[config.mk]
export PLATFORM = sky130hd
export DESIGN_NAME = golden_section_line_search_top
export DESIGN_NICKNAME = d
export VERILOG_FILES = /design/src/rtl/gss_pkg.sv /design/src/rtl/gss_cfg_regs.sv /design/src/rtl/gss_core.sv /design/src/rtl/golden_section_line_search_top.sv
export SDC_FILE = /design/constraint.sdc
export NUM_CORES = 2
export LEC_CHECK = 0
export ABC_CLOCK_PERIOD_IN_PS = 43900
export BUFFER_PORTS_ARGS = -buffer_cell sky130_fd_sc_hd__buf_4
export CAP_MARGIN = 15
export CORE_MARGIN = 3
export CORE_UTILIZATION = 35
export DETAILED_ROUTE_END_ITERATION = 8
export PLACE_DENSITY = 0.47
export REMOVE_ABC_BUFFERS = 1
export SETUP_SLACK_MARGIN = 0.2
export SYNTH_ARGS = -nofsm -noshare
export SYNTH_HDL_FRONTEND = slang
export SYNTH_HIERARCHICAL = 1
export SYNTH_SLANG_ARGS = --single-unit
export TNS_END_PERCENT = 5
[constraint.sdc]
create_clock -name i_clk -period 43.9 [get_ports i_clk]
set_input_delay 8.78 -clock i_clk [delete_from_list [all_inputs] [get_ports i_clk]]
set_output_delay 8.78 -clock i_clk [all_outputs]
set_load 0.05 [all_outputs]
[src/rtl/gss_pkg.sv]
// ----------------------------------------------------------------------------
// gss_pkg
// Shared types and constants of the golden-section line search controller.
// ----------------------------------------------------------------------------
package gss_pkg;

    // golden factor (sqrt(5)-1)/2 as unsigned Q0.32, rounded to nearest
    localparam int unsigned     PSI_W   = 32;
    localparam logic [PSI_W-1:0] PSI_Q32 = 32'h9E3779B9;

    // configuration register indexes
    localparam int unsigned CFG_IDX_W = 2;
    localparam logic [CFG_IDX_W-1:0] CFG_LOWER = 2'd0;
    localparam logic [CFG_IDX_W-1:0] CFG_UPPER = 2'd1;
    localparam logic [CFG_IDX_W-1:0] CFG_TOL   = 2'd2;
    localparam logic [CFG_IDX_W-1:0] CFG_LIMIT = 2'd3;

    localparam int unsigned LIMIT_RESET = 100;

    // input request kinds
    localparam logic REQ_START = 1'b0;
    localparam logic REQ_VALUE = 1'b1;

    // result kinds
    localparam logic RES_PROBE = 1'b0;
    localparam logic RES_FINAL = 1'b1;

    // probe awaited in an iteration
    localparam logic SIDE_LEFT  = 1'b0;
    localparam logic SIDE_RIGHT = 1'b1;

    typedef enum logic [3:0] {
        PH_IDLE   = 4'b0001,
        PH_FIRST  = 4'b0010,
        PH_SECOND = 4'b0100,
        PH_ITER   = 4'b1000
    } t_phase;

    typedef struct packed {
        logic emit;
        logic kind;
    } t_step_status;

endpackage

[src/rtl/gss_cfg_regs.sv]
// ----------------------------------------------------------------------------
// gss_cfg_regs
// Configuration register file: bounds, tolerance and iteration limit.
// ----------------------------------------------------------------------------
module gss_cfg_regs #(
    parameter int DATA_WIDTH  = 32,
    parameter int FRAC_BITS   = 16,
    parameter int COUNT_WIDTH = 16,
    parameter int CFG_WIDTH   = 32
) (
    input  logic                             i_clk,
    input  logic                             i_rst_n,
    input  logic                             i_cfg_valid,
    input  logic [gss_pkg::CFG_IDX_W-1:0]    i_cfg_index,
    input  logic [CFG_WIDTH-1:0]             i_cfg_data,
    output logic signed [DATA_WIDTH-1:0]     o_lower,
    output logic signed [DATA_WIDTH-1:0]     o_upper,
    output logic [DATA_WIDTH-2:0]            o_tol,
    output logic [COUNT_WIDTH-1:0]           o_limit
);
    import gss_pkg::*;

    // one in fixed point, and about a thousandth of it
    localparam longint ONE_RESET = longint'(1) << FRAC_BITS;
    localparam longint TOL_RESET = (ONE_RESET + 500) / 1000;

    logic signed [DATA_WIDTH-1:0] r_lower;
    logic signed [DATA_WIDTH-1:0] r_upper;
    logic [DATA_WIDTH-2:0]        r_tol;
    logic [COUNT_WIDTH-1:0]       r_limit;

    always_ff @(posedge i_clk) begin
        if (!i_rst_n) begin
            r_lower <= '0;
            r_upper <= DATA_WIDTH'(ONE_RESET);
            r_tol   <= (DATA_WIDTH-1)'(TOL_RESET);
            r_limit <= COUNT_WIDTH'(LIMIT_RESET);
        end else if (i_cfg_valid) begin
            unique case (i_cfg_index)
                CFG_LOWER: r_lower <= i_cfg_data[DATA_WIDTH-1:0];
                CFG_UPPER: r_upper <= i_cfg_data[DATA_WIDTH-1:0];
                CFG_TOL:   r_tol   <= i_cfg_data[DATA_WIDTH-2:0];
                CFG_LIMIT: r_limit <= i_cfg_data[COUNT_WIDTH-1:0];
                default: ;
            endcase
        end
    end

    assign o_lower = r_lower;
    assign o_upper = r_upper;
    assign o_tol   = r_tol;
    assign o_limit = r_limit;

endmodule

[src/rtl/gss_core.sv]
// ----------------------------------------------------------------------------
// gss_core
// Search state and at most one narrowing step per registered input transaction.
// ----------------------------------------------------------------------------
module gss_core #(
    parameter int DATA_WIDTH  = 32,
    parameter int COUNT_WIDTH = 16
) (
    input  logic                          i_clk,
    input  logic                          i_rst_n,
    input  logic                          i_fire,
    input  logic                          i_kind,
    input  logic signed [DATA_WIDTH-1:0]  i_f,
    input  logic signed [DATA_WIDTH-1:0]  i_lower,
    input  logic signed [DATA_WIDTH-1:0]  i_upper,
    input  logic [DATA_WIDTH-2:0]         i_tol,
    input  logic [COUNT_WIDTH-1:0]        i_limit,
    output gss_pkg::t_step_status         o_status,
    output logic [DATA_WIDTH-1:0]         o_point,
    output logic [DATA_WIDTH-1:0]         o_width,
    output logic [COUNT_WIDTH-1:0]        o_steps,
    output logic [COUNT_WIDTH:0]          o_evals
);
    import gss_pkg::*;

    localparam int PROD_W = DATA_WIDTH + PSI_W;

    logic [DATA_WIDTH-1:0] r_low, r_high, r_left, r_right, r_lval, r_rval;
    logic [DATA_WIDTH-1:0] n_low, n_high, n_left, n_right, n_lval, n_rval;
    logic [COUNT_WIDTH-1:0] r_step, n_step;
    logic [COUNT_WIDTH:0]   r_eval, n_eval;
    t_phase                 r_phase, n_phase;
    logic                   r_pend, n_pend;

    logic                  w_is_start, w_swap, w_gt, w_stop;
    logic [DATA_WIDTH-1:0] w_lo_b, w_hi_b, w_start_span, w_adv_span, w_d;
    logic [DATA_WIDTH-1:0] w_lval_new, w_rval_new, w_mul_a, w_t;
    logic [DATA_WIDTH-1:0] w_sub_base, w_add_base, w_left_c, w_right_c, w_mid;
    logic [COUNT_WIDTH-1:0] w_step_new;
    logic [COUNT_WIDTH:0]   w_eval_new;
    logic [PROD_W-1:0]      w_prod;

    assign w_is_start   = (i_kind == REQ_START);
    assign w_swap       = (i_lower > i_upper);
    assign w_lo_b       = w_swap ? i_upper : i_lower;
    assign w_hi_b       = w_swap ? i_lower : i_upper;
    assign w_start_span = w_hi_b - w_lo_b;
    assign w_d          = r_high - r_low;
    assign w_mid        = r_low + (w_d >> 1);

    // values and counters after taking in the returned objective value
    assign w_lval_new = (r_phase == PH_ITER && r_pend == SIDE_LEFT) ? i_f : r_lval;
    assign w_rval_new = (r_phase == PH_SECOND ||
                         (r_phase == PH_ITER && r_pend == SIDE_RIGHT)) ? i_f : r_rval;
    assign w_step_new = (r_phase == PH_ITER) ? r_step + COUNT_WIDTH'(1) : r_step;
    assign w_eval_new = (r_phase == PH_SECOND) ? (COUNT_WIDTH+1)'(2)
                                               : r_eval + (COUNT_WIDTH+1)'(1);

    assign w_gt   = ($signed(w_lval_new) > $signed(w_rval_new));
    assign w_stop = (w_step_new == i_limit) || (w_d <= {i_tol, 1'b0});

    // width of the interval that survives the step
    assign w_adv_span = w_gt ? (r_high - r_left) : (r_right - r_low);

    // one shared golden scale: floor(span * psi)
    assign w_mul_a = w_is_start ? w_start_span : w_adv_span;
    assign w_prod  = PROD_W'(w_mul_a) * PROD_W'(PSI_Q32);
    assign w_t     = w_prod[PROD_W-1:PSI_W];

    assign w_sub_base = w_is_start ? w_hi_b : r_right;
    assign w_add_base = w_is_start ? w_lo_b : r_left;
    assign w_left_c   = w_sub_base - w_t;
    assign w_right_c  = w_add_base + w_t;

    always_comb begin
        n_low    = r_low;
        n_high   = r_high;
        n_left   = r_left;
        n_right  = r_right;
        n_lval   = r_lval;
        n_rval   = r_rval;
        n_step   = r_step;
        n_eval   = r_eval;
        n_phase  = r_phase;
        n_pend   = r_pend;
        o_status = '{emit: 1'b0, kind: RES_PROBE};
        o_point  = '0;
        o_width  = '0;
        o_steps  = '0;
        o_evals  = '0;
        if (w_is_start) begin
            n_low    = w_lo_b;
            n_high   = w_hi_b;
            n_left   = w_left_c;
            n_right  = w_right_c;
            n_lval   = '0;
            n_rval   = '0;
            n_step   = '0;
            n_eval   = '0;
            n_pend   = SIDE_LEFT;
            n_phase  = PH_FIRST;
            o_status = '{emit: 1'b1, kind: RES_PROBE};
            o_point  = w_left_c;
        end else begin
            unique case (r_phase) inside
                PH_IDLE: ;
                PH_FIRST: begin
                    n_lval   = i_f;
                    n_eval   = (COUNT_WIDTH+1)'(1);
                    n_phase  = PH_SECOND;
                    o_status = '{emit: 1'b1, kind: RES_PROBE};
                    o_point  = r_right;
                end
                PH_SECOND, PH_ITER: begin
                    n_lval   = w_lval_new;
                    n_rval   = w_rval_new;
                    n_step   = w_step_new;
                    n_eval   = w_eval_new;
                    o_status = '{emit: 1'b1, kind: RES_PROBE};
                    if (w_stop) begin
                        n_phase  = PH_IDLE;
                        o_status = '{emit: 1'b1, kind: RES_FINAL};
                        o_point  = w_mid;
                        o_width  = w_d;
                        o_steps  = w_step_new;
                        o_evals  = w_eval_new;
                    end else if (w_gt) begin
                        // minimum lies right of the left probe
                        n_low   = r_left;
                        n_left  = r_right;
                        n_lval  = w_rval_new;
                        n_right = w_right_c;
                        n_pend  = SIDE_RIGHT;
                        n_phase = PH_ITER;
                        o_point = w_right_c;
                    end else begin
                        n_high  = r_right;
                        n_right = r_left;
                        n_rval  = w_lval_new;
                        n_left  = w_left_c;
                        n_pend  = SIDE_LEFT;
                        n_phase = PH_ITER;
                        o_point = w_left_c;
                    end
                end
                default: n_phase = PH_IDLE;
            endcase
        end
    end

    always_ff @(posedge i_clk) begin
        if (!i_rst_n) begin
            r_low   <= '0;
            r_high  <= '0;
            r_left  <= '0;
            r_right <= '0;
            r_lval  <= '0;
            r_rval  <= '0;
            r_step  <= '0;
            r_eval  <= '0;
            r_phase <= PH_IDLE;
            r_pend  <= SIDE_LEFT;
        end else if (i_fire) begin
            r_low   <= n_low;
            r_high  <= n_high;
            r_left  <= n_left;
            r_right <= n_right;
            r_lval  <= n_lval;
            r_rval  <= n_rval;
            r_step  <= n_step;
            r_eval  <= n_eval;
            r_phase <= n_phase;
            r_pend  <= n_pend;
        end
    end

endmodule

[src/rtl/golden_section_line_search_top.sv]
// throughput: one input transaction per cycle unless the result stream stalls; each
//   pass goes through one DATA_WIDTH x 32 golden-scale multiplier between the input
//   and result registers
// reset: synchronous, active low; clears the search to idle and loads the
//   register defaults (bounds 0 and 1.0, tolerance about 0.001, limit 100)
// ----------------------------------------------------------------------------
// golden_section_line_search_top
// Golden-section minimiser controller with stream input and result channels.
// ----------------------------------------------------------------------------
module golden_section_line_search_top #(
    parameter int DATA_WIDTH  = 32,
    parameter int FRAC_BITS   = 16,
    parameter int COUNT_WIDTH = 16
) (
    input  logic                          i_clk,
    input  logic                          i_rst_n,
    // configuration write channel
    input  logic                          i_cfg_valid,
    output logic                          o_cfg_ready,
    input  logic [gss_pkg::CFG_IDX_W-1:0] i_cfg_index,
    input  logic [((DATA_WIDTH > COUNT_WIDTH) ? DATA_WIDTH : COUNT_WIDTH)-1:0] i_cfg_data,
    // input stream
    input  logic                          i_s_tvalid,
    output logic                          o_s_tready,
    // tdata: f_value
    input  logic [((DATA_WIDTH+7)/8)*8-1:0] i_s_tdata,
    // tuser: req_type
    input  logic                          i_s_tuser,
    // result stream
    output logic                          o_m_tvalid,
    input  logic                          i_m_tready,
    // tdata: point_out, width_out, steps_done, evals_done, zero pad
    output logic [((2*DATA_WIDTH+2*COUNT_WIDTH+1+7)/8)*8-1:0] o_m_tdata,
    // tuser: result_kind
    output logic                          o_m_tuser
);
    import gss_pkg::*;

    localparam int CFG_WIDTH = (DATA_WIDTH > COUNT_WIDTH) ? DATA_WIDTH : COUNT_WIDTH;
    localparam int FIELDS_W  = 2*DATA_WIDTH + 2*COUNT_WIDTH + 1;
    localparam int OUT_W     = ((FIELDS_W + 7) / 8) * 8;

    logic signed [DATA_WIDTH-1:0] w_lower, w_upper;
    logic [DATA_WIDTH-2:0]        w_tol;
    logic [COUNT_WIDTH-1:0]       w_limit;

    logic                  r_in_valid, r_in_kind;
    logic [DATA_WIDTH-1:0] r_in_f;
    logic                  w_fire;

    t_step_status           w_status;
    logic [DATA_WIDTH-1:0]  w_point, w_width;
    logic [COUNT_WIDTH-1:0] w_steps;
    logic [COUNT_WIDTH:0]   w_evals;

    logic                   r_out_valid, r_out_kind;
    logic [DATA_WIDTH-1:0]  r_out_point, r_out_width;
    logic [COUNT_WIDTH-1:0] r_out_steps;
    logic [COUNT_WIDTH:0]   r_out_evals;

    assign o_cfg_ready = 1'b1;

    gss_cfg_regs #(
        .DATA_WIDTH  (DATA_WIDTH),
        .FRAC_BITS   (FRAC_BITS),
        .COUNT_WIDTH (COUNT_WIDTH),
        .CFG_WIDTH   (CFG_WIDTH)
    ) u_cfg (
        .i_clk       (i_clk),
        .i_rst_n     (i_rst_n),
        .i_cfg_valid (i_cfg_valid),
        .i_cfg_index (i_cfg_index),
        .i_cfg_data  (i_cfg_data),
        .o_lower     (w_lower),
        .o_upper     (w_upper),
        .o_tol       (w_tol),
        .o_limit     (w_limit)
    );

    // registered transaction moves on once the result slot is free or draining
    assign w_fire     = r_in_valid && (!r_out_valid || i_m_tready);
    assign o_s_tready = !r_in_valid || w_fire;

    always_ff @(posedge i_clk) begin
        if (!i_rst_n) begin
            r_in_valid <= 1'b0;
        end else if (o_s_tready) begin
            r_in_valid <= i_s_tvalid;
        end
    end

    always_ff @(posedge i_clk) begin
        if (o_s_tready && i_s_tvalid) begin
            r_in_kind <= i_s_tuser;
            r_in_f    <= i_s_tdata[DATA_WIDTH-1:0];
        end
    end

    gss_core #(
        .DATA_WIDTH  (DATA_WIDTH),
        .COUNT_WIDTH (COUNT_WIDTH)
    ) u_core (
        .i_clk    (i_clk),
        .i_rst_n  (i_rst_n),
        .i_fire   (w_fire),
        .i_kind   (r_in_kind),
        .i_f      (r_in_f),
        .i_lower  (w_lower),
        .i_upper  (w_upper),
        .i_tol    (w_tol),
        .i_limit  (w_limit),
        .o_status (w_status),
        .o_point  (w_point),
        .o_width  (w_width),
        .o_steps  (w_steps),
        .o_evals  (w_evals)
    );

    always_ff @(posedge i_clk) begin
        if (!i_rst_n) begin
            r_out_valid <= 1'b0;
        end else if (w_fire && w_status.emit) begin
            r_out_valid <= 1'b1;
        end else if (i_m_tready) begin
            r_out_valid <= 1'b0;
        end
    end

    always_ff @(posedge i_clk) begin
        if (w_fire && w_status.emit) begin
            r_out_kind  <= w_status.kind;
            r_out_point <= w_point;
            r_out_width <= w_width;
            r_out_steps <= w_steps;
            r_out_evals <= w_evals;
        end
    end

    assign o_m_tvalid = r_out_valid;
    assign o_m_tuser  = r_out_kind;
    assign o_m_tdata  = {{(OUT_W-FIELDS_W){1'b0}}, r_out_evals, r_out_steps,
                         r_out_width, r_out_point};

endmodule

==> impl_results.md <==
- Failing checks: DRC
- Ys Warns: 6
- CTS tree: done
- Final ANT Viol Nets: 0
- Asr flop ratio synth: 0%
- CP max stage delay: 0.86 ns
- Gpl congestion: 0.911
- 1st-iter DRT viols: 3,344
- Die height: 401 um
- EDFF count, synth: 131
- Initial antenna violation count: 1
- Hold depth: 2
- Clock Tree Buf Depth: 3
- Grt ovf: 0
- Mapped cell area: 54,600 um^2
- Pin slew with the least headroom to its limit: 1.19 ns
- WS Path Type: reg -> reg
- Total Nets Final: 7,667
- CTS buffer count: 55
- Starting Density: 35.3%
- Count of input and output buffers: 171
- Most common cell in the netlist: inv_1
- Diodes inserted: 0
- Complex-gate fraction of the synthesized area: 15.7%
- DIE WIDTH: 401 um
- Worst Skew: 0.0365 ns
- Startpoint Class: flop
- Largest net degree at the start of global routing: 91
- Synth Area in XOR/XNOR: 4.81%
- Final Hold Viols: 0
- Cells after Synth: 6,370
- Crit-path leading delay family: compound AO/OA/AOI/OAI gates
- Worst Path Max Fanout: 37
- Remaining routing DRC violations: 1
- Worst min path class: reg -> reg
- Yosys cell types: 104
- CTS sink cnt: 474
- Worst path arrival time: 18.68 ns
- Slew Viols, Final: 0
- Dpl hpwl: 156 mm
- RSZ-0062 raised after global routing: no
- Vias/cell: 5.35
- Total Wirelength: 196 mm
- Die ar.: 161,000 um^2
- Fillers: 15,873
- Global Route Usage Sum: 23.9%
- Largest family of logic cells by synthesized area: adder cells
- Leading cell types by count after synthesis: inv_1 (963), nand2_1 (757), ha_1 (699)
- Mux contribution to synthesized area: 4.21%
- Crit share post-route: 41.7%
- Post-synth top flop: dfxtp_1
- Maximum operating frequency: 0.0546 GHz
- CP Buf/Inv Count: 9
- Row cnt: 144
- Max-cap viol count: 0
- Register area share after synthesis: 19.8%
- Simple-gate share of the synthesized area: 13.5%
- Setup bufs post-CTS: 0
- Outcome: complete, but fails checks
- Via count: 45,526
- Post-cts gate resize count: 0
- Crit end category: flop
- Dominant cells by area after synthesis: fa_1 (17%), ha_1 (16%), dfxtp_1 (13%)
- Final min period: 18.31 ns
- Root Driver: clkbuf_16
- Vias in the first global route: 45,929
- Hold Buf Count CTS: 0
- TritonRoute pass-1 iters: 7
- Io pins: 180
- First-pass GRT wire length: 294 mm
- Rel. slew slack: 20.2%
- Synth top area share: 17.2%
- Setup TNS: 0 ns
- Worst-path clk slew: 0.07 ns
- Layout area overhead: 10.1%
- Worst r2r path cells: 60
- Share of cells above drive strength 1: 6.43%
- Routed length per instance: 23.0 um
- Post-synth top area cell: fa_1
- Critical Path RT: 44.27 ns
- Syn avg cell area: 8.57 um^2
- Core ar.: 155,000 um^2
- H-tree depth: 2
- Cell depth of the worst setup path: 60
- Slowest cell on the critical path: or4b_2
- # setup viols final: 0
- Clk Latency, worst-skew pair: 0.65 ns
- Adder-Cell Fraction of Synth Area: 33.3%
- FF+latch count, synth: 474
-- flip-flops by register name (all words and copies together), names as in the netlist, 17 cells and up --
register and count:
u_core/r_low 32, r_out_evals 17, r_out_point 32, u_core/r_right 32
r_out_width 32, u_cfg/o_tol 31, r_in_f 32, u_cfg/o_lower 32
u_core/r_lval 32, u_core/r_rval 32, u_core/r_eval 17, u_core/r_left 32
u_core/r_high 32, u_cfg/o_upper 32
-- layout by cell type, fill, tap and decap left out, types with 39 or more instances in the layout --
cell	instances
a211oi_1	62
a21o_1	185
a21oi_1	427
a311oi_1	39
and2_1	57
buf_4	241
clkbuf_16	57
dfxtp_1	343
edfxtp_1	131
fa_1	470
ha_1	699
inv_1	963
mux2i_1	224
nand2_1	752
nand3_1	93
nor2_1	421
nor2b_1	45
nor3_1	85
o211ai_1	67
o21a_1	39
o21ai_0	200
xnor2_1	196
xor2_1	102
-- worst register-to-register path, delay by kind of cell (launching register included) --
| family | cells | cell delay, ns |
|---|---|---|
| buffers and inverters | 9 | 1.61 |
| AND/OR/NAND/NOR | 11 | 2.93 |
| AO/OA/AOI/OAI | 25 | 7.49 |
| flip-flops | 1 | 0.37 |
| adder cells (fa/ha/maj) | 10 | 4.44 |
| XOR/XNOR | 4 | 0.84 |
| multiplexers | 1 | 0.37 |
-- cell type report --
type	count	area, um^2	area share (%)
inverters	968	3640	6.06
clock inverters	40	524	0.872
multi-input cells	4683	39300	65.4
repair buffers	244	1830	3.04
well taps	2044	2560	4.26
clock buffers	64	1460	2.43
flip-flops and latches	474	10800	18.0
-- per-layer routing --
metal | vias to the layer above | track usage [%] | routed length [um]
li1 | 21564 | - | -
met1 | 22429 | 33.8 | 90500
met2 | 1346 | 39.8 | 91400
met3 | 187 | 2.22 | 9990
met4 | 0 | 4.73 | 3930
met5 | - | 0 | 0
-- logic make-up after synthesis --
logic type                 count (synthesis)
and+or+nand+nor                         1660
DFF                                      474
AOI/OAI and AO/OA                       1315
xor gates and xnor gates                 299
buffers and inverters                   1219
adders and majority gates               1172
other                                      2
muxes                                    229
-- final timing paths --
check	start	end	slack, ns
hold reg to reg	u_core/r_lval[0]$_SDFFE_PN0P_	u_core/r_lval[0]$_SDFFE_PN0P_	0.45
setup reg to reg	u_core/r_phase[0]$_SDFFE_PN1P_	r_out_point[31]$_DFFE_PP_	25.59
setup / recovery	u_core/r_phase[0]$_SDFFE_PN1P_	r_out_point[31]$_DFFE_PP_	25.59
hold / removal	u_core/r_lval[0]$_SDFFE_PN0P_	u_core/r_lval[0]$_SDFFE_PN0P_	0.45
-- metrics by stage --
stage	setup slack, ns	hold slack (ns)	cell area (um^2)	utilization (%)	instances
global route	24.72	0.472	60100	38.9	8517
CTS	25.76	0.455	60100	38.9	8517
finish	25.59	0.454	60100	38.9	8517
floorplan	25.53	0.436	53500	-	6125
detailed placement	25.77	0.447	58100	37.6	8413
global placement	25.67	0.442	58100	37.6	8411
Power is not shown: default switching activity piles up to over one toggle a cycle in this logic, so the estimate is an artifact.
